==> src/rtl/mwmm_pkg.sv <==
// ---------------------------------------------------------------------------
// mwmm_pkg
// Shared types and constants for the multi-window running min/max block.
// ---------------------------------------------------------------------------
package mwmm_pkg;

  // Default sizing
  localparam int DEF_HISTORY_DEPTH = 256;
  localparam int DEF_PRICE_WIDTH   = 32;

  // Window count and register geometry
  localparam int NUM_WIN   = 4;
  localparam int CFG_W     = 9;
  localparam int CFG_IDX_W = 3;

  // Register indexes
  localparam logic [CFG_IDX_W-1:0] CFG_WINDOW_A = 3'd0;
  localparam logic [CFG_IDX_W-1:0] CFG_WINDOW_B = 3'd1;
  localparam logic [CFG_IDX_W-1:0] CFG_WINDOW_C = 3'd2;
  localparam logic [CFG_IDX_W-1:0] CFG_WINDOW_D = 3'd3;
  localparam logic [CFG_IDX_W-1:0] CFG_WARMUP   = 3'd4;

  // Register reset values
  localparam logic [CFG_W-1:0] RST_WINDOW_A = 9'd15;
  localparam logic [CFG_W-1:0] RST_WINDOW_B = 9'd30;
  localparam logic [CFG_W-1:0] RST_WINDOW_C = 9'd60;
  localparam logic [CFG_W-1:0] RST_WINDOW_D = 9'd180;
  localparam logic [CFG_W-1:0] RST_WARMUP   = 9'd180;

  // Sequencer states
  typedef enum logic [2:0] {
    ST_IDLE,
    ST_SCAN,
    ST_FLUSH,
    ST_EMIT,
    ST_STORE
  } seq_state_t;

  // Control from sequencer to the compare unit
  typedef struct packed {
    logic               acc_en;  // history word valid this cycle
    logic               first;   // word is the newest entry (k == 1)
    logic [NUM_WIN-1:0] snap;    // capture running result for window j
  } scan_ctl_t;

endpackage

==> src/rtl/mwmm_cmp.sv <==
// ---------------------------------------------------------------------------
// mwmm_cmp
// Shared compare unit: running min of lows and max of highs over the
// backward scan, with a snapshot per window length.
// ---------------------------------------------------------------------------
module mwmm_cmp #(
  parameter int PRICE_WIDTH = 32
) (
  input  logic                                         clk,
  input  mwmm_pkg::scan_ctl_t                          ctl,
  input  logic [PRICE_WIDTH-1:0]                       hist_lo,
  input  logic [PRICE_WIDTH-1:0]                       hist_hi,
  output logic [2*mwmm_pkg::NUM_WIN*PRICE_WIDTH-1:0]   result
);

  import mwmm_pkg::*;

  logic [PRICE_WIDTH-1:0] acc_lo;
  logic [PRICE_WIDTH-1:0] acc_hi;
  logic [PRICE_WIDTH-1:0] acc_lo_next;
  logic [PRICE_WIDTH-1:0] acc_hi_next;
  logic [PRICE_WIDTH-1:0] snap_lo [NUM_WIN];
  logic [PRICE_WIDTH-1:0] snap_hi [NUM_WIN];

  // one signed compare for each bound
  always_comb begin
    acc_lo_next = acc_lo;
    acc_hi_next = acc_hi;
    if (ctl.first || ($signed(hist_lo) < $signed(acc_lo))) begin
      acc_lo_next = hist_lo;
    end
    if (ctl.first || ($signed(hist_hi) > $signed(acc_hi))) begin
      acc_hi_next = hist_hi;
    end
  end

  // running accumulators
  always_ff @(posedge clk) begin
    if (ctl.acc_en) begin
      acc_lo <= acc_lo_next;
      acc_hi <= acc_hi_next;
    end
  end

  // per-window snapshots, taken with the current word included
  always_ff @(posedge clk) begin
    for (int j = 0; j < NUM_WIN; j++) begin
      if (ctl.acc_en && ctl.snap[j]) begin
        snap_lo[j] <= acc_lo_next;
        snap_hi[j] <= acc_hi_next;
      end
    end
  end

  // pack: support_a, resistance_a, support_b, ... from the low bits up
  always_comb begin
    for (int j = 0; j < NUM_WIN; j++) begin
      result[(2*j)*PRICE_WIDTH +: PRICE_WIDTH]   = snap_lo[j];
      result[(2*j+1)*PRICE_WIDTH +: PRICE_WIDTH] = snap_hi[j];
    end
  end

endmodule

==> config.mk <==
export PLATFORM = sky130hd
export DESIGN_NAME = mwmm_cmp
export DESIGN_NICKNAME = d
export VERILOG_FILES = /design/src/rtl/mwmm_pkg.sv /design/src/rtl/mwmm_cmp.sv
export SDC_FILE = /design/constraint.sdc
export NUM_CORES = 1
export LEC_CHECK = 0
export BUFFER_PORTS_ARGS = -buffer_cell sky130_fd_sc_hd__buf_4
export CORE_UTILIZATION = 57
export DETAILED_ROUTE_END_ITERATION = 7
export GPL_TIMING_DRIVEN = 0
export PLACE_DENSITY = 0.85
export SLEW_MARGIN = 20
export SYNTH_ARGS = -nofsm -noshare
export SYNTH_HDL_FRONTEND = slang
export SYNTH_SLANG_ARGS = --single-unit
==> constraint.sdc <==
create_clock -name clk -period 7.85 [get_ports clk]
set_clock_uncertainty 0.15 [all_clocks]
set_input_delay 0.3925 -clock clk [delete_from_list [all_inputs] [get_ports clk]]
set_output_delay 0.3925 -clock clk [all_outputs]
set_load 0.02 [all_outputs]
==> flow_summary_export.csv, run 1 <==
group,metric,value,unit
outcome,outcome,"completed",
cts,cts_tree,"done",
final_layout,final_layout_size_suffix_gt1_share,39.7,%
yosys,syn_nets,814,
route,drt.antenna.violating_nets,0,
timing,hold_viol,0,
cts,cts_setup_buffers,0,
worst_setup_path,reg2reg_slack,4.44,ns
timing,finalCritPeriodShare,43.5,%
worst_setup_path,required,7.93,ns
die,die_h,149,um
global_routing,grt_pass1_wl,41400,um
power,p_seq_share,51.6,%
die,io_pins,327,
place,place_congestion,0.853,
final_layout,area_growth,30.6,%
cts,cts_buffer_depth,3,
hold_path,worstHoldStart,"hist_hi[4]",
final_layout,fin_util,76.3,%
yosys,yosysWarnings,0,
job,cap_violations,0,
route,routed_wirelength,28200,um
yosys,syn_area,0.0124,sq mm
power,p_leak,6.59,nW
worst_setup_path,worstPathMaxFanout,10,
yosys,async_reset_ff_share,0,%
power,power.density,257,mW/mm^2
route,avgRoutedWirePerCell,21.1,um
worst_setup_path,r2r-end,"snap_lo[1][30]",
cts,cts-root-buf,"clkbuf_16",
final_layout,fillCellCount,1134,
place,hpwl,19300,um
final_layout,seq_area,0.00961,sq mm
timing,period_needed,3.41,ns
power,power_switching_share,25.8,%
yosys,synth_edf_count,320,
timing,rsz0062_at_grt,"false",
worst_setup_path,worstSetupEndpointType,"flop",
final_layout,multi_input_area,0.00237,sq mm
global_routing,grt.overflow.total,0,
die,design.core.area,0.0212,sq mm
worst_setup_path,crit_type,"reg2reg",
final_layout,n_antenna_cell,0,
cts,cts_made_buffers,30,
global_routing,grt_max_degree,69,
timing,fin_hold_ws,0.0470,ns
power,combPwrFrac,16.6,%
hold_path,min_path_type,"in2reg",
final_layout,fin_nets,1175,
hold_path,hold_depth,2,
yosys,synth_top_flop_cell,"edfxtp_1",
die,die_x,149,um
cts,clock_latency,0.55,ns
worst_setup_path,critical_path_arrival,3.49,ns
cts,clock-sinks,320,
timing,final.setup.tns,0,ns
yosys,netlist_instances,680,
yosys,yosysSeqAreaShare,77.8,%
route,firstDrtPassIters,4,
global_routing,track_usage,24.8,%
cts,cts_resized,0,
timing,worstMarginPinSlew,0.981,ns
route,drt_iter0_markers,405,
timing,slew_headroom,34.6,%
timing,max_freq,293,MHz
global_routing,grt_pass1_vias,7397,
worst_setup_path,r2r-start,"acc_lo[31]",
cts,htreeDepth,1,
global_routing,antenna_found_initial,0,
worst_setup_path,cp-start-kind,"flop",
power,vdd_drop_max,0.284,mV
worst_setup_path,r2r_cells,10,
die,die-area,0.0223,sq mm
route,num_vias,7445,
timing,setup_viol,0,
yosys,syn_area_per_cell,18.2,sq um
cts,path_clk_slew,0.07,ns
die,initial_core_util,58.4,%
route,vias_per_cell,5.56,
hold_path,hold_path_end,"snap_hi[3][4]",
cts,holdBufCountCts,0,
die,core.rowCount,53,
yosys,yosysUniqueCellTypes,36,
yosys,ys_seq_elements,320,
place,io_buffers,325,
power,power_frac_clock,31.9,%
timing,slew_viol_final,0,
power,p_switching,0.00107,W
power,p_int,0.00308,W
route,drc_errors,0,
## Yosys cell counts (all sizes together), types with 2 or more instances
master,count,area [sq um]
edfxtp,320,9610
inv,67,251
ha,63,788
nand4,42,263
o31ai,33,248
mux2,31,462
a21oi,23,126
nand2,18,67.6
clkbuf,11,41.3
nor2,11,41.3
buf,9,90.1
o21ai,9,45.0
a21o,7,60.1
nand3,5,25.0
a211oi,4,30.0
and2,4,25.0
a221oi,3,26.3
nor2b,3,18.8
nor4,3,18.8
nor3,2,10.0
o211ai,2,15.0
## final cells by class
class,count,share of cell area (%)
well taps,275,2.13
inverters,67,1.56
repair buffers,329,15.7
plain buffers,20,0.814
flip-flops and latches,320,59.6
multi-input cells,273,14.7
clock buffers,35,4.90
clock inverters,19,0.659
## state kept, by name, indices dropped and copies added, names as in the netlist
name / flops
acc_lo: 32
acc_hi: 32
snap_hi: 128
snap_lo: 128
## per-layer routing
layer,GRT usage (%),up-vias,routed length [um]
li1,-,3380,-
met1,29.8,3620,10300
met2,43.7,390,14700
met3,5.78,55,2390
met4,8.93,0,841
met5,0,-,0
## logic make-up after synthesis
group,share of synthesized area [%]
compound gates,4.82
fa+ha+maj,6.38
buf+inv,3.10
simple gates,4.06
flops,77.8
xor+xnor,0.132
mux,3.74
## cells in the final DEF (no fill, tap or decap), drive strengths merged, types with 7 or more instances in the layout
cell type and count:
nand4 42, a21o 7, mux2 31, nand2 18
inv 68, o31ai 33, clkbuf 46, clkinv 16
o21ai 9, ha 63, nor2 11, buf 338
a21oi 23, edfxtp 320
## how the worst max path moves through the flow
stage	startpoint	end	depth (start not counted)
6_report	acc_lo[31]	snap_lo[1][30]	10
5_1_grt	acc_lo[31]	snap_lo[2][5]	10
4_1_cts	acc_lo[31]	snap_lo[3][5]	10
3_5_place_dp	hist_lo[31]	snap_lo[2][5]	10
3_3_place_gp	ctl[5]	snap_lo[2][18]	2
2_1_floorplan	hist_hi[13]	acc_hi[10]	9
## power by group through the flow
stage / Combinational [W] / Sequential [W] / Clock [W]
2_1_floorplan: 0.000269 / 0.00229 / 0
6_report: 0.000686 / 0.00214 / 0.00132
5_1_grt: 0.000736 / 0.00215 / 0.00140
3_3_place_gp: 0.000655 / 0.00217 / 0
3_5_place_dp: 0.000682 / 0.00217 / 0
4_1_cts: 0.000688 / 0.00214 / 0.00134
## critical path, cell delays in order, from the launching register on
cell,delay (ns)
edfxtp_1,0.32
inv_1,0.05
ha_1,0.38
nand4_1,0.17
nor4_1,0.38
inv_1,0.08
nor3_1,0.31
a21oi_1,0.16
xnor2_2,0.19
buf_2,0.22
o31ai_1,0.69
## through the flow
step	power (W)	instances	setup slack, ns	cell area [sq um]
2_1_floorplan	0.00256	680	4.96	12400
3_3_place_gp	0.00282	1280	3.41	15100
3_5_place_dp	0.00285	1284	4.37	15200
4_1_cts	0.00416	1338	4.40	16100
5_1_grt	0.00428	1338	4.15	16100
6_report	0.00414	1338	4.44	16100
Note: power is estimated with default switching activity, not from simulation.
==> run 2: changes to the inputs <==
- CORE_UTILIZATION: 57 -> 53
- PLACE_DENSITY: 0.85 -> 0.8
- clock period: 7.85 -> 3.5 ns (I/O delays scaled with it)
==> flow_summary_export.csv, run 2 (synthesized netlist as in run 1, its figures left out) <==
group,metric,value,unit
outcome,outcome,"finished, violations left",
outcome,violations,"negative hold slack, negative setup slack",
timing,rsz0062_at_grt,"true",
timing,finalCritPeriodShare,102,%
worst_setup_path,crit_type,"reg2reg",
worst_setup_path,critical_path_arrival,3.66,ns
final_layout,fin_nets,1238,
die,io_pins,327,
global_routing,antenna_found_initial,3,
route,vias_per_cell,5.34,
die,die_h,155,um
cts,cts_setup_buffers,0,
timing,timing.final.ws_setup,-0.0763,ns
cts,htreeDepth,1,
final_layout,fillCellCount,1292,
timing,setup_viol,10,
global_routing,grt_pass1_vias,7843,
place,place_inst,1322,
hold_path,min_path_type,"in2reg",
power,p_leak,6.89,nW
final_layout,area_growth,37.6,%
global_routing,grt.overflow.total,0,
place,place_congestion,0.790,
timing,worstMarginPinSlew,0.987,ns
timing,fin_hold_ws,-0.00761,ns
job,cap_violations,0,
place,dpl_cell_area,0.0153,sq mm
route,avgRoutedWirePerCell,20.8,um
timing,slew_headroom,34.2,%
die,die-area,0.0239,sq mm
cts,cts_made_buffers,31,
worst_setup_path,worstSetupEndpointType,"flop",
cts,clock-sinks,320,
place,place_worst_setup_slack,-0.168,ns
power,vdd_drop_max,0.459,mV
route,drc_errors,0,
worst_setup_path,worstPathMaxFanout,10,
route,firstDrtPassIters,5,
timing,slew_viol_final,0,
power,power.density,565,mW/mm^2
cts,clock_latency,0.55,ns
place,hpwl,19600,um
cts,cts-root-buf,"clkbuf_16",
route,routed_wirelength,29900,um
die,core.rowCount,55,
worst_setup_path,cp-start-kind,"flop",
final_layout,final_layout_size_suffix_gt1_share,39.1,%
global_routing,track_usage,24.5,%
final_layout,layout_commonest_cell,"buf_4",
global_routing,grt_pass1_wl,44300,um
final_layout,final_cell_mix,"buf_4, edfxtp_1, inv_1",
die,die_x,155,um
final_layout,finalInstanceArea,0.0170,sq mm
route,drt.antenna.violating_nets,0,
worst_setup_path,required,3.58,ns
timing,period_needed,3.58,ns
timing,hold_viol,2,
place,io_buffers,325,
route,drt_iter0_markers,422,
cts,cts_buffer_depth,3,
final_layout,reg.largest.list,"snap_hi (128), snap_lo (128)",
die,initial_core_util,54.2,%
cts,cts_tree,"done",
die,design.core.area,0.0228,sq mm
route,num_vias,7697,
global_routing,grt_max_degree,69,
cts,path_clk_slew,0.07,ns
final_layout,final_cells,1441,
timing,max_freq,280,MHz
[run 2: changes by cell type in the layout (fill, tap and decap cells not counted)]
cell / previous run / this run
clkinv_2: 10 / 6
o31ai_1: 33 / 12
o31ai_2: 0 / 15
diode_2: 0 / 4
buf_12: 6 / 7
clkinvlp_4: 2 / 1
buf_16: 1 / 0
clkbuf_1: 15 / 18
inv_6: 1 / 0
bufinv_16: 0 / 2
o31ai_4: 0 / 6
dlygate4sd3_1: 0 / 62
[run 2: report_power, final]
group	internal [W]	switching (W)	leakage [nW]
registers	0.00470	0.0000974	3.04
logic	0.000659	0.00104	3.39
clock network	0.00176	0.00136	0.457
total	0.00712	0.00249	6.89
[run 2: layout make-up]
cell class / count / area (sq um) / area share, %
Antenna cell: 4 / 10.0 / 0.0589
Buffer: 20 / 131 / 0.773
Clock buffer: 38 / 802 / 4.72
Clock inverter: 15 / 130 / 0.766
Inverter: 67 / 251 / 1.48
Multi-Input combinational cell: 273 / 2530 / 14.9
Sequential cell: 320 / 9610 / 56.5
Tap cell: 313 / 392 / 2.30
Timing Repair Buffer: 391 / 3140 / 18.5
[run 2: repair_timing]
action,4_1_cts,5_1_grt
setup endpoints to repair,20,145
hold buffers,62,0
gates resized for setup,4,23
endpoints found under the hold margin,310,0
[run 2: worst paths after layout]
kind | startpoint | to | slack, ns | depth (start not counted)
max | acc_lo[31] | snap_lo[0][26] | -0.08 | 10
min | hist_lo[2] | acc_lo[2] | -0.008 | 3
max reg2reg | acc_lo[31] | snap_lo[0][26] | -0.08 | 10
min reg2reg | acc_hi[8] | snap_hi[1][8] | 0.47 | 1
[run 2: worst max-delay path: stages (launching register included)]
cell      delay, ns
edfxtp_1       0.33
inv_1          0.06
ha_1           0.42
nand4_1        0.21
nor4_1         0.46
inv_1          0.08
nor3_1         0.32
a21oi_1        0.16
xnor2_2        0.19
buf_2          0.22
o31ai_1        0.66
[run 2: per-layer routing]
| layer | track usage, % | vias to the layer above | part of all wire [%] |
|---|---|---|---|
| li1 | - | 3502 | - |
| met1 | 30.0 | 3794 | 38 |
| met2 | 43.7 | 344 | 53 |
| met3 | 4.65 | 57 | 7.0 |
| met4 | 7.78 | 0 | 2.3 |
| met5 | 0 | - | 0 |
[run 2: stage by stage]
step | power, W | setup TNS, ns | hold slack [ns] | util [%]
floorplan | 0.00574 | 0 | 0.137 | -
global placement | 0.00634 | -168.61 | 0.380 | 66.7
detailed placement | 0.00640 | -1.11 | 0.386 | 67.1
CTS | 0.00955 | 0 | 0.00384 | 74.0
global route | 0.00992 | -9.11 | 0.0147 | 74.6
finish | 0.00961 | -0.430 | -0.00761 | 74.6
