**src/rtl/mwmm_pkg.sv**
```systemverilog
// ---------------------------------------------------------------------------
// mwmm_pkg
// Shared types and constants for the multi-window running min/max block.
// ---------------------------------------------------------------------------
package mwmm_pkg;

  // Default sizing
  localparam int DEF_HISTORY_DEPTH = 256;
  localparam int DEF_PRICE_WIDTH   = 32;

  // Window count and register geometry
  localparam int NUM_WIN   = 4;
  localparam int CFG_W     = 9;
  localparam int CFG_IDX_W = 3;

  // Register indexes
  localparam logic [CFG_IDX_W-1:0] CFG_WINDOW_A = 3'd0;
  localparam logic [CFG_IDX_W-1:0] CFG_WINDOW_B = 3'd1;
  localparam logic [CFG_IDX_W-1:0] CFG_WINDOW_C = 3'd2;
  localparam logic [CFG_IDX_W-1:0] CFG_WINDOW_D = 3'd3;
  localparam logic [CFG_IDX_W-1:0] CFG_WARMUP   = 3'd4;

  // Register reset values
  localparam logic [CFG_W-1:0] RST_WINDOW_A = 9'd15;
  localparam logic [CFG_W-1:0] RST_WINDOW_B = 9'd30;
  localparam logic [CFG_W-1:0] RST_WINDOW_C = 9'd60;
  localparam logic [CFG_W-1:0] RST_WINDOW_D = 9'd180;
  localparam logic [CFG_W-1:0] RST_WARMUP   = 9'd180;

  // Sequencer states
  typedef enum logic [2:0] {
    ST_IDLE,
    ST_SCAN,
    ST_FLUSH,
    ST_EMIT,
    ST_STORE
  } seq_state_t;

  // Control from sequencer to the compare unit
  typedef struct packed {
    logic               acc_en;  // history word valid this cycle
    logic               first;   // word is the newest entry (k == 1)
    logic [NUM_WIN-1:0] snap;    // capture running result for window j
  } scan_ctl_t;

endpackage

```
**src/rtl/mwmm_seq.sv**
```systemverilog
// ---------------------------------------------------------------------------
// mwmm_seq
// Sequencer: config registers, warmup/window clamping, ring pointer,
// seen count, and the backward scan over the history.
// ---------------------------------------------------------------------------
module mwmm_seq #(
  parameter int HISTORY_DEPTH = 256
) (
  input  logic                               clk,
  input  logic                               rst,
  // config write
  input  logic                               cfg_wr,
  input  logic [mwmm_pkg::CFG_IDX_W-1:0]     cfg_index,
  input  logic [mwmm_pkg::CFG_W-1:0]         cfg_data,
  // input handshake
  input  logic                               in_valid,
  output logic                               in_ready,
  // output register status
  input  logic                               out_free,
  output logic                               out_load,
  // history access
  output logic                               hist_we,
  output logic [$clog2(HISTORY_DEPTH)-1:0]   hist_waddr,
  output logic                               hist_re,
  output logic [$clog2(HISTORY_DEPTH)-1:0]   hist_raddr,
  // compare unit control
  output mwmm_pkg::scan_ctl_t                ctl
);

  import mwmm_pkg::*;

  localparam int AW  = $clog2(HISTORY_DEPTH);
  localparam int NW  = $clog2(HISTORY_DEPTH + 1);
  localparam int CW  = (NW > CFG_W) ? NW : CFG_W;

  localparam logic [CW-1:0] DEPTH_C = CW'(HISTORY_DEPTH);
  localparam logic [CW-1:0] ONE_C   = CW'(1);
  localparam logic [AW-1:0] LAST_C  = AW'(HISTORY_DEPTH - 1);

  seq_state_t state, state_next;

  logic [CFG_W-1:0] cfg_win [NUM_WIN];
  logic [CFG_W-1:0] cfg_warm;

  logic [CW-1:0] warm_eff;
  logic [CW-1:0] len_eff [NUM_WIN];
  logic [CW-1:0] warm;
  logic [CW-1:0] len [NUM_WIN];
  logic [CW-1:0] items_seen;
  logic [CW-1:0] kiss;
  logic [CW-1:0] kd;
  logic          rd_v;
  logic          hit;
  logic [AW-1:0] wp;
  logic [AW-1:0] rp;
  logic          accept;

  assign accept = in_valid && in_ready;

  // config registers
  always_ff @(posedge clk) begin
    if (rst) begin
      cfg_win[0] <= RST_WINDOW_A;
      cfg_win[1] <= RST_WINDOW_B;
      cfg_win[2] <= RST_WINDOW_C;
      cfg_win[3] <= RST_WINDOW_D;
      cfg_warm   <= RST_WARMUP;
    end else if (cfg_wr) begin
      case (cfg_index)
        CFG_WINDOW_A: cfg_win[0] <= cfg_data;
        CFG_WINDOW_B: cfg_win[1] <= cfg_data;
        CFG_WINDOW_C: cfg_win[2] <= cfg_data;
        CFG_WINDOW_D: cfg_win[3] <= cfg_data;
        CFG_WARMUP:   cfg_warm   <= cfg_data;
        default: ;
      endcase
    end
  end

  // clamp warmup to [1, depth], windows to [1, warmup]
  always_comb begin
    warm_eff = CW'(cfg_warm);
    if (warm_eff == '0) begin
      warm_eff = ONE_C;
    end else if (warm_eff > DEPTH_C) begin
      warm_eff = DEPTH_C;
    end
    for (int j = 0; j < NUM_WIN; j++) begin
      len_eff[j] = CW'(cfg_win[j]);
      if (len_eff[j] == '0) begin
        len_eff[j] = ONE_C;
      end else if (len_eff[j] > warm_eff) begin
        len_eff[j] = warm_eff;
      end
    end
  end

  // next state
  always_comb begin
    state_next = state;
    case (state)
      ST_IDLE: begin
        if (accept) begin
          state_next = (items_seen >= warm_eff) ? ST_SCAN : ST_STORE;
        end
      end
      ST_SCAN: begin
        if (kiss == warm) begin
          state_next = ST_FLUSH;
        end
      end
      ST_FLUSH: state_next = ST_EMIT;
      ST_EMIT: begin
        if (out_free) begin
          state_next = ST_STORE;
        end
      end
      ST_STORE: state_next = ST_IDLE;
      default:  state_next = ST_IDLE;
    endcase
  end

  // outputs
  always_comb begin
    in_ready   = (state == ST_IDLE);
    hist_re    = (state == ST_SCAN);
    hist_raddr = rp;
    hist_we    = (state == ST_STORE);
    hist_waddr = wp;
    out_load   = (state == ST_EMIT) && out_free && hit;
    ctl.acc_en = rd_v;
    ctl.first  = (kd == ONE_C);
    for (int j = 0; j < NUM_WIN; j++) begin
      ctl.snap[j] = (kd == len[j]);
    end
  end

  // state register
  always_ff @(posedge clk) begin
    if (rst) begin
      state <= ST_IDLE;
    end else begin
      state <= state_next;
    end
  end

  // ring pointer and seen count
  always_ff @(posedge clk) begin
    if (rst) begin
      wp         <= '0;
      items_seen <= '0;
    end else if (state == ST_STORE) begin
      wp         <= (wp == LAST_C) ? '0 : wp + AW'(1);
      items_seen <= (items_seen < warm) ? items_seen + ONE_C : warm;
    end
  end

  // scan counters
  always_ff @(posedge clk) begin
    if (rst) begin
      rd_v <= 1'b0;
    end else begin
      rd_v <= (state == ST_SCAN);
    end
  end

  always_ff @(posedge clk) begin
    if (accept) begin
      warm <= warm_eff;
      hit  <= (items_seen >= warm_eff);
      for (int j = 0; j < NUM_WIN; j++) begin
        len[j] <= len_eff[j];
      end
      kiss <= ONE_C;
      rp   <= (wp == '0) ? LAST_C : wp - AW'(1);
    end else if (state == ST_SCAN) begin
      kd   <= kiss;
      kiss <= kiss + ONE_C;
      rp   <= (rp == '0) ? LAST_C : rp - AW'(1);
    end
  end

endmodule

```
**config.mk**
```make
export PLATFORM = sky130hd
export DESIGN_NAME = mwmm_seq
export DESIGN_NICKNAME = d
export VERILOG_FILES = /design/src/rtl/mwmm_pkg.sv /design/src/rtl/mwmm_seq.sv
export SDC_FILE = /design/constraint.sdc
export NUM_CORES = 1
export LEC_CHECK = 0
export BUFFER_PORTS_ARGS = -buffer_cell sky130_fd_sc_hd__buf_2
export CORE_ASPECT_RATIO = 0.9
export CORE_MARGIN = 1
export CORE_UTILIZATION = 49
export CTS_CLUSTER_DIAMETER = 60
export DETAILED_ROUTE_END_ITERATION = 12
export GPL_ROUTABILITY_DRIVEN = 1
export PLACE_DENSITY = 0.68
export SYNTH_ARGS = -nofsm -noshare
export SYNTH_HDL_FRONTEND = slang
export SYNTH_SLANG_ARGS = --single-unit
```
**constraint.sdc**
```tcl
create_clock -name clk -period 6.2 [get_ports clk]
set_clock_uncertainty 0.1 [all_clocks]
set_input_delay 1.24 -clock clk [delete_from_list [all_inputs] [get_ports clk]]
set_output_delay 1.24 -clock clk [all_outputs]
set_load 0.01 [all_outputs]
```
==> impl_metrics.toml, run 1 <==
[status]
outcome = "finished, final reports clean"

[clock_tree]
cts_sinks = 138
clkTransAtPathRegs_ns = 0.06
cts_tree = "done"
cts_resized = 0
clock_latency_ns = 0.42
numCtsBuffers = 17
clk_path_buf_depth = 2
postCtsHoldBufs = 0
ctsHtreeMaxLevel = 4
root_buffer = "clkbuf_16"
post_cts_buffers = 0

[yosys]
synth_edf_count = 99
async_flop_share_pct = 0
synth_top_area_share_pct = 37.8
ys_seq_elements = 138
yosysWarningCount = 0
syn_avg_cell_area_um2 = 10.3
ys_top_cells_by_area = "edfxtp_1 38%, dfxtp_1 9.9%, ha_1 9.5%, xnor2_1 4.7%, nand2_1 3.8%"
netlist_instances = 766
synth_nets = 843
ys.flop_type = "edfxtp_1"
yosysSeqAreaShare_pct = 47.7
yosysTopAreaCell = "edfxtp_1"
syn_area_um2 = 7880
synth_cell_type_count = 57

[worst_hold_path]
hp-class = "reg -> reg"

[global_routing]
grt.overflow.total = 0
grt_max_degree = 56
grt_usage_pct = 23.2
antenna_found_initial = 0
grt_first_pass_wirelength_um = 28800
first_global_vias = 5476

[sta]
setup-tns-final_ns = 0
slew_viol_final = 0
fin_crit_ns = 3.60
finalSetupViolations = 0
fmax_mhz = 277
hold_violations = 0
timing.final.crit_share_pct = 58.1
relSlewSlack_pct = 18.9
worst_slew_pin_slew_ns = 1.21
rsz0062_at_grt = "false"

[worst_setup_path]
crit_required_ns = 4.86
crit_fanout = 20
cp.arrival_ns = 2.26
critical_path_class = "reg -> out"
cp-end-kind = "primary output"
worstSetupStartpointType = "register"

[cells_and_area]
layout_commonest_cell = "edfxtp_1"
drive_above_1_share_pct = 12.9
antenna_cells = 0
syn_to_final_growth_pct = 11.9
layout.nets = 878
layout_common_cells = "99 x edfxtp_1, 79 x nand2_1, 68 x nor2_1"
fin_cells = 1015

[power]
p_total_uw = 2430
powerDensity_nw_per_um2 = 276
peakVddDrop_mv = 0.207
p_leak_uw = 0.00345

[detailed_routing]
vias_per_cell = 5.68
wl_per_cell_um = 17.6
first_pass_iters = 5
num_vias = 5762
drcViolationCount = 0
wl_um = 17900
final_antenna_net_count = 0
drt_iter0_markers = 429

[place]
port_buffers = 42
hpwl_um = 13300
placed_cells = 984
gp_congestion = 0.881

[flow_run]
drv_cap = 0

[floorplan]
die_area_um2 = 16600
initial_utilization_pct = 50.6
die_h_um = 122
num_rows = 43
die_x_um = 136
io_pins = 43
core_area_um2 = 15500
[cell type report]
type / instances / area [um^2]
multi-input cells: 558 / 3850
clock inverters: 13 / 126
inverters: 42 / 158
fillers: 1327 / 6730
flip-flops and latches: 138 / 3750
repair buffers: 44 / 225
well taps: 202 / 253
clock buffers: 18 / 450
[flip-flops by register name, summed over array words and instances (netlist names)]
register,flops
cfg_win,36
hit,1
state,3
rd_v,1
kiss,9
cfg_warm,9
kd,9
hist_waddr,8
len,36
hist_raddr,8
items_seen,9
warm,9
[metrics by stage]
stage	worst slack, ns	hold WS (ns)	area [um^2]	util (%)
6_report	2.60	0.373	8810	56.7
5_1_grt	2.31	0.390	8810	56.7
4_1_cts	2.59	0.375	8810	56.7
3_5_place_dp	2.70	0.367	8240	53.0
3_3_place_gp	2.81	0.362	8240	53.0
2_1_floorplan	3.27	0.306	7880	-
[path summary, 6_finish.rpt]
path                            start                        to  slack [ns]  cells past startpoint
max             state[0]$_SDFFE_PP0P_                   hist_we        2.60                      4
min          cfg_warm[0]$_SDFFE_PP0P_  cfg_warm[0]$_SDFFE_PP0P_        0.37                      2
max reg2reg  cfg_warm[8]$_SDFFE_PP0P_   len[3][1]$_SDFFCE_PN0P_        2.64                      8
min reg2reg  cfg_warm[0]$_SDFFE_PP0P_  cfg_warm[0]$_SDFFE_PP0P_        0.37                      2
[report_power, final]
part           internal, uW  switching [uW]
registers              1080            70.9
clock network           606             369
logic                   129             176
total                  1810             616
[worst max-delay path: stages, from the launching register on]
cell	delay (ns)
dfxtp_1	0.35
inv_1	0.20
nand3b_1	0.43
inv_1	0.62
buf_2	0.24
[Yosys cell counts, types with 5 or more instances]
library cell	number
nand3b_1	7
a21o_1	5
a21oi_1	32
edfxtp_1	99
o21ai_0	15
mux2_2	17
and2_1	20
nand2_1	79
xnor2_1	42
nor2_1	68
xor2_1	25
nand2b_1	18
clkbuf_1	18
o21a_1	6
o31ai_1	16
and3_1	6
mux2i_1	6
a22oi_1	10
inv_1	41
ha_1	60
nand3_1	15
dfxtp_1	39
or3_1	7
nor3_1	21
a31oi_1	5
nand4_1	19
buf_2	5
nor4_1	14
[per-layer routing]
metal  global-route usage (%)  up-vias  part of all wire [%]  routed length [um]
met5                        0        -                     0                   0
met4                     7.87        0                   1.4                 256
met3                     4.50       23                   5.4                 973
met2                     34.2      170                    44                7800
met1                     34.0     2731                    50                8870
li1                         -     2838                     -                   -
[cells by family after synthesis]
| logic type | synth area share, % |
|---|---|
| and+or+nand+nor | 18.7 |
| DFF | 47.7 |
| AOI/OAI and AO/OA | 10.0 |
| adders and majority gates | 9.53 |
| xor gates and xnor gates | 7.45 |
| buffers and inverters | 3.46 |
| muxes | 3.19 |
Power figures use the tool's default switching activity.
==> run 2, diff against run 1 <==
clock period = 3.4 ns   (was 6.2 ns; I/O delays follow)
==> impl_metrics.toml, run 2 (same netlist as run 1, synthesis figures left out) <==
[clock_tree]
clk_path_buf_depth = 2
postCtsHoldBufs = 0
post_cts_buffers = 0
cts_sinks = 138
cts_tree = "done"
numCtsBuffers = 17
clkTransAtPathRegs_ns = 0.06
clock_latency_ns = 0.42
root_buffer = "clkbuf_16"
ctsHtreeMaxLevel = 4
cts_resized = 0

[sta]
finalSetupViolations = 0
fmax_mhz = 350
slew_viol_final = 0
relSlewSlack_pct = 35.8
setup-tns-final_ns = 0
worst_slew_pin_slew_ns = 0.956
fin_crit_ns = 2.86
timing.final.crit_share_pct = 84.0
rsz0062_at_grt = "false"
hold_violations = 0

[worst_setup_path]
critical_path.startpoint = "cfg_warm[8]$_SDFFE_PP0P_"
worstSetupStartpointType = "register"
critical_path_class = "reg -> reg"
cp-end-kind = "register"
crit_fanout = 17
crit_required_ns = 3.46
reg2reg_from = "cfg_warm[8]$_SDFFE_PP0P_"
cp.arrival_ns = 2.92

[floorplan]
die_x_um = 136
die_h_um = 122
initial_utilization_pct = 50.6
num_rows = 43
core_area_um2 = 15500
io_pins = 43
die_area_um2 = 16600

[place]
hpwl_um = 13800
gp_congestion = 1.03
port_buffers = 42
dpl_cell_area_um2 = 8340

[global_routing]
first_global_vias = 5446
grt_max_degree = 55
antenna_found_initial = 1
grt.overflow.total = 0
grt_first_pass_wirelength_um = 29500
grt_usage_pct = 23.9

[power]
peakVddDrop_mv = 0.408
p_total_uw = 4410
powerDensity_nw_per_um2 = 495
p_leak_uw = 0.00352

[detailed_routing]
vias_per_cell = 5.69
num_vias = 5870
drt_iter0_markers = 420
wl_per_cell_um = 18.0
first_pass_iters = 5
drcViolationCount = 0
final_antenna_net_count = 0
wl_um = 18600

[status]
outcome = "finished, final reports clean"

[flow_run]
drv_cap = 0

[cells_and_area]
layout_commonest_cell = "edfxtp_1"
drive_above_1_share_pct = 14.3
syn_to_final_growth_pct = 13.1
design_area_um2 = 8910
layout_common_cells = "99 x edfxtp_1, 79 x nand2_1, 68 x nor2_1"
layout.nets = 892
top_regs = "cfg_win (36), len (36)"

[worst_hold_path]
hp-class = "reg -> reg"
min_from = "cfg_warm[0]$_SDFFE_PP0P_"
## run 2: cell count changes in the layout (fill, tap and decap cells not counted), moves of 2 or more
| cell | before | now |
|---|---|---|
| clkinvlp_4 | 4 | 1 |
| buf_4 | 2 | 16 |
| clkinv_1 | 2 | 0 |
| clkbuf_1 | 0 | 4 |
| inv_4 | 0 | 2 |
| clkbuf_8 | 0 | 4 |
## run 2: metrics by stage
stage	setup WS, ns	hold slack (ns)	instances	util (%)
floorplan	0.501	0.306	766	-
global placement	0.625	0.367	998	53.7
detailed placement	0.590	0.373	998	53.7
CTS	0.572	0.382	1030	57.3
global route	0.417	0.397	1030	57.3
finish	0.543	0.379	1031	57.3
## run 2: final cells by class
cell class	count	area, um^2
Inverter	42	158
Timing Repair Buffer	58	330
Clock inverter	7	65.1
Fill cell	1305	6640
Antenna cell	1	2.50
Multi-Input combinational cell	558	3850
Clock buffer	25	495
Tap cell	202	253
Sequential cell	138	3750
## run 2: worst max-delay path: stages, from the launching register on
cell and delay [ns]:
dfxtp_1 0.33, inv_1 0.20, nand2_1 0.34, buf_4 0.28, ha_1 0.32, o21a_1 0.12
o211ai_1 0.18, a31oi_1 0.06, o21ai_1 0.14, buf_4 0.22, mux2i_1 0.21, nand2b_1 0.09
## run 2: worst paths after layout
kind,endpoint,slack (ns),depth (start not counted)
worst min-delay path,cfg_warm[0]$_SDFFE_PP0P_,0.38,2
worst min register to register,cfg_warm[0]$_SDFFE_PP0P_,0.38,2
worst max register to register,len[1][0]$_SDFFCE_PN1P_,0.54,11
worst max-delay path,len[1][0]$_SDFFCE_PN1P_,0.54,11
## run 2: power by group
| part | internal [uW] | leakage [uW] | switching (uW) |
|---|---|---|---|
| combinational | 247 | 0.00199 | 321 |
| sequential | 1960 | 0.00126 | 131 |
| clock | 1080 | 0.000278 | 668 |
| total | 3290 | 0.00352 | 1120 |
## run 2: routing by layer
layer,share of wire (%),up-vias,global-route usage (%)
met4,1.6,0,8.57
met5,0,-,0
met1,48,2785,34.0
met3,7.1,24,5.70
li1,-,2866,-
met2,44,195,35.4
==> run 3, diff against run 2 <==
ABC_AREA = 1   (was default)
clock period = 2.78 ns   (was 3.4 ns; I/O delays follow)
==> impl_metrics.toml, run 3 <==
[global_routing]
met3_usage_pct = 4.56
antenna_found_initial = 0
grt.overflow.total = 0
grt_use_met1_pct = 35.8
grt-busiest-layer = "met1"
grt_first_pass_wirelength_um = 30800
first_global_vias = 6010
met2_usage_pct = 33.5
grt_usage_pct = 23.5
grt_max_degree = 45

[yosys]
synth_edf_count = 99
async_flop_share_pct = 0
ys_seq_elements = 138
ys.flop_type = "edfxtp_1"
synth_cell_type_count = 47
yosysSeqAreaShare_pct = 46.1
synthMostInstantiatedCell = "nand2_1"
ys_top_cells_by_count = "208 x nand2_1, 150 x nor2_1, 111 x inv_1"
synth_top_area_share_pct = 36.5
synth_nets = 1045
syn_avg_cell_area_um2 = 8.41
yosysWarningCount = 0
yosysTopAreaCell = "edfxtp_1"
syn_area_um2 = 8140
netlist_instances = 968
ys_top_cells_by_area = "edfxtp_1 37%, dfxtp_1 9.6%, nand2_1 9.6%, ha_1 9.2%, nor2_1 6.9%"

[place]
hpwl_um = 13900
gp_congestion = 0.937
port_buffers = 42

[sta]
relSlewSlack_pct = 64.0
rsz0062_at_grt = "false"
hold_violations = 0
fin_crit_ns = 2.56
timing.final.crit_share_pct = 92.0
worst_slew_pin_slew_ns = 0.537
setup-tns-final_ns = 0
fmax_mhz = 391
slew_viol_final = 0
finalSetupViolations = 0

[clock_tree]
root_buffer = "clkbuf_16"
ctsHtreeMaxLevel = 4
numCtsBuffers = 17
cts_sinks = 138
post_cts_buffers = 0
clock_latency_ns = 0.42
cts_resized = 0
clk_path_buf_depth = 2
clkTransAtPathRegs_ns = 0.06
postCtsHoldBufs = 0
cts_tree = "done"

[floorplan]
initial_utilization_pct = 50.3
num_rows = 44
core_area_um2 = 16200
die_x_um = 138
io_pins = 43
die_h_um = 124
die_area_um2 = 17100

[power]
powerDensity_nw_per_um2 = 749
p_leak_uw = 0.00416
peakVddDrop_mv = 0.391
p_total_uw = 6900

[worst_setup_path]
crit_required_ns = 2.92
cp_cell_sequence = "nor4_1 > nand3_1 > nand2_1 > ha_1 > nand4_1 > nand2_1 > inv_2 > nor2_1 > nor2_1"
worst_path_largest_cell_delay_ns = 0.39
cp-end-kind = "register"
worstSetupStartpointType = "register"
crit_fanout = 10
critical_path_class = "reg -> reg"
cp.arrival_ns = 2.69
crit_path_top_delay_cell = "nand2_1"

[cells_and_area]
syn_to_final_growth_pct = 13.2
top_regs = "cfg_win (36), len (36)"
layout_common_cells = "207 x nand2_1, 150 x nor2_1, 109 x inv_1"
layout_commonest_cell = "nand2_1"
antenna_cells = 0
layout.nets = 1093
drive_above_1_share_pct = 10.7

[detailed_routing]
first_pass_iters = 5
wl_per_cell_um = 15.1
wl_um = 18700
drcViolationCount = 0
vias_per_cell = 5.25
final_antenna_net_count = 0
num_vias = 6483
drt_iter0_markers = 450

[status]
outcome = "finished, final reports clean"

[flow_run]
drv_cap = 0

[worst_hold_path]
hp-class = "in -> reg"
==> run 3: layout make-up <==
cell class              count  area (um^2)
well taps                 207          259
repair buffers             48          255
multi-input cells         693         3850
clock buffers              23          522
inverters                 118          443
flip-flops and latches    138         3750
clock inverters             9          129
fillers                  1490         6970
==> run 3: cell families (layout without fill, tap and decap cells) <==
family          Yosys count  in the layout  share of synthesized area, %
compound gates           98             98                          6.60
xor+xnor                 48             48                          5.17
fa+ha+maj                60             60                          9.23
buf+inv                 137            198                          6.58
flops                   138            138                          46.1
mux                       1              1                         0.123
simple gates            486            486                          26.2
==> run 3: routing by layer <==
| layer | up-vias | wire length (um) |
|---|---|---|
| li1 | 3311 | - |
| met1 | 2926 | 9180 |
| met2 | 223 | 7890 |
| met3 | 23 | 1340 |
| met4 | 0 | 276 |
| met5 | - | 0 |
==> run 3: metrics by stage <==
| step | std cells | hold slack (ns) | worst slack, ns | instance area, um^2 | util [%] |
|---|---|---|---|---|---|
| 2_1_floorplan | 968 | 0.344 | 0.528 | 8140 | - |
| 3_3_place_gp | 1204 | 0.396 | 0.237 | 8560 | 52.9 |
| 3_5_place_dp | 1204 | 0.416 | 0.191 | 8560 | 52.9 |
| 4_1_cts | 1236 | 0.345 | 0.176 | 9210 | 56.9 |
| 5_1_grt | 1236 | 0.380 | 0.0494 | 9210 | 56.9 |
| 6_report | 1236 | 0.347 | 0.224 | 9210 | 56.9 |
==> run 3: worst paths after layout <==
path	to	startpoint	cells past startpoint	slack [ns]
min reg2reg	kd[7]$_DFFE_PP_	kiss[7]$_SDFFE_PP0P_	0	0.43
max	len[0][4]$_SDFFCE_PN0P_	cfg_warm[4]$_SDFFE_PP1P_	9	0.22
max reg2reg	len[0][4]$_SDFFCE_PN0P_	cfg_warm[4]$_SDFFE_PP1P_	9	0.22
min	state[1]$_SDFFE_PP0P_	out_free	3	0.35
==> run 3: worst max-delay path: cells and delay by family, from the launching register on <==
kind	cells	cell delay [ns]
adders and majority gates	1	0.33
buffers and inverters	1	0.17
and+or+nand+nor	7	1.44
DFF	1	0.34
==> run 3: power breakdown <==
group	switching [uW]	internal, uW	total, uW
Sequential	318	2650	2970
Clock	852	1590	2450
Combinational	945	546	1490
Total	2110	4790	6900
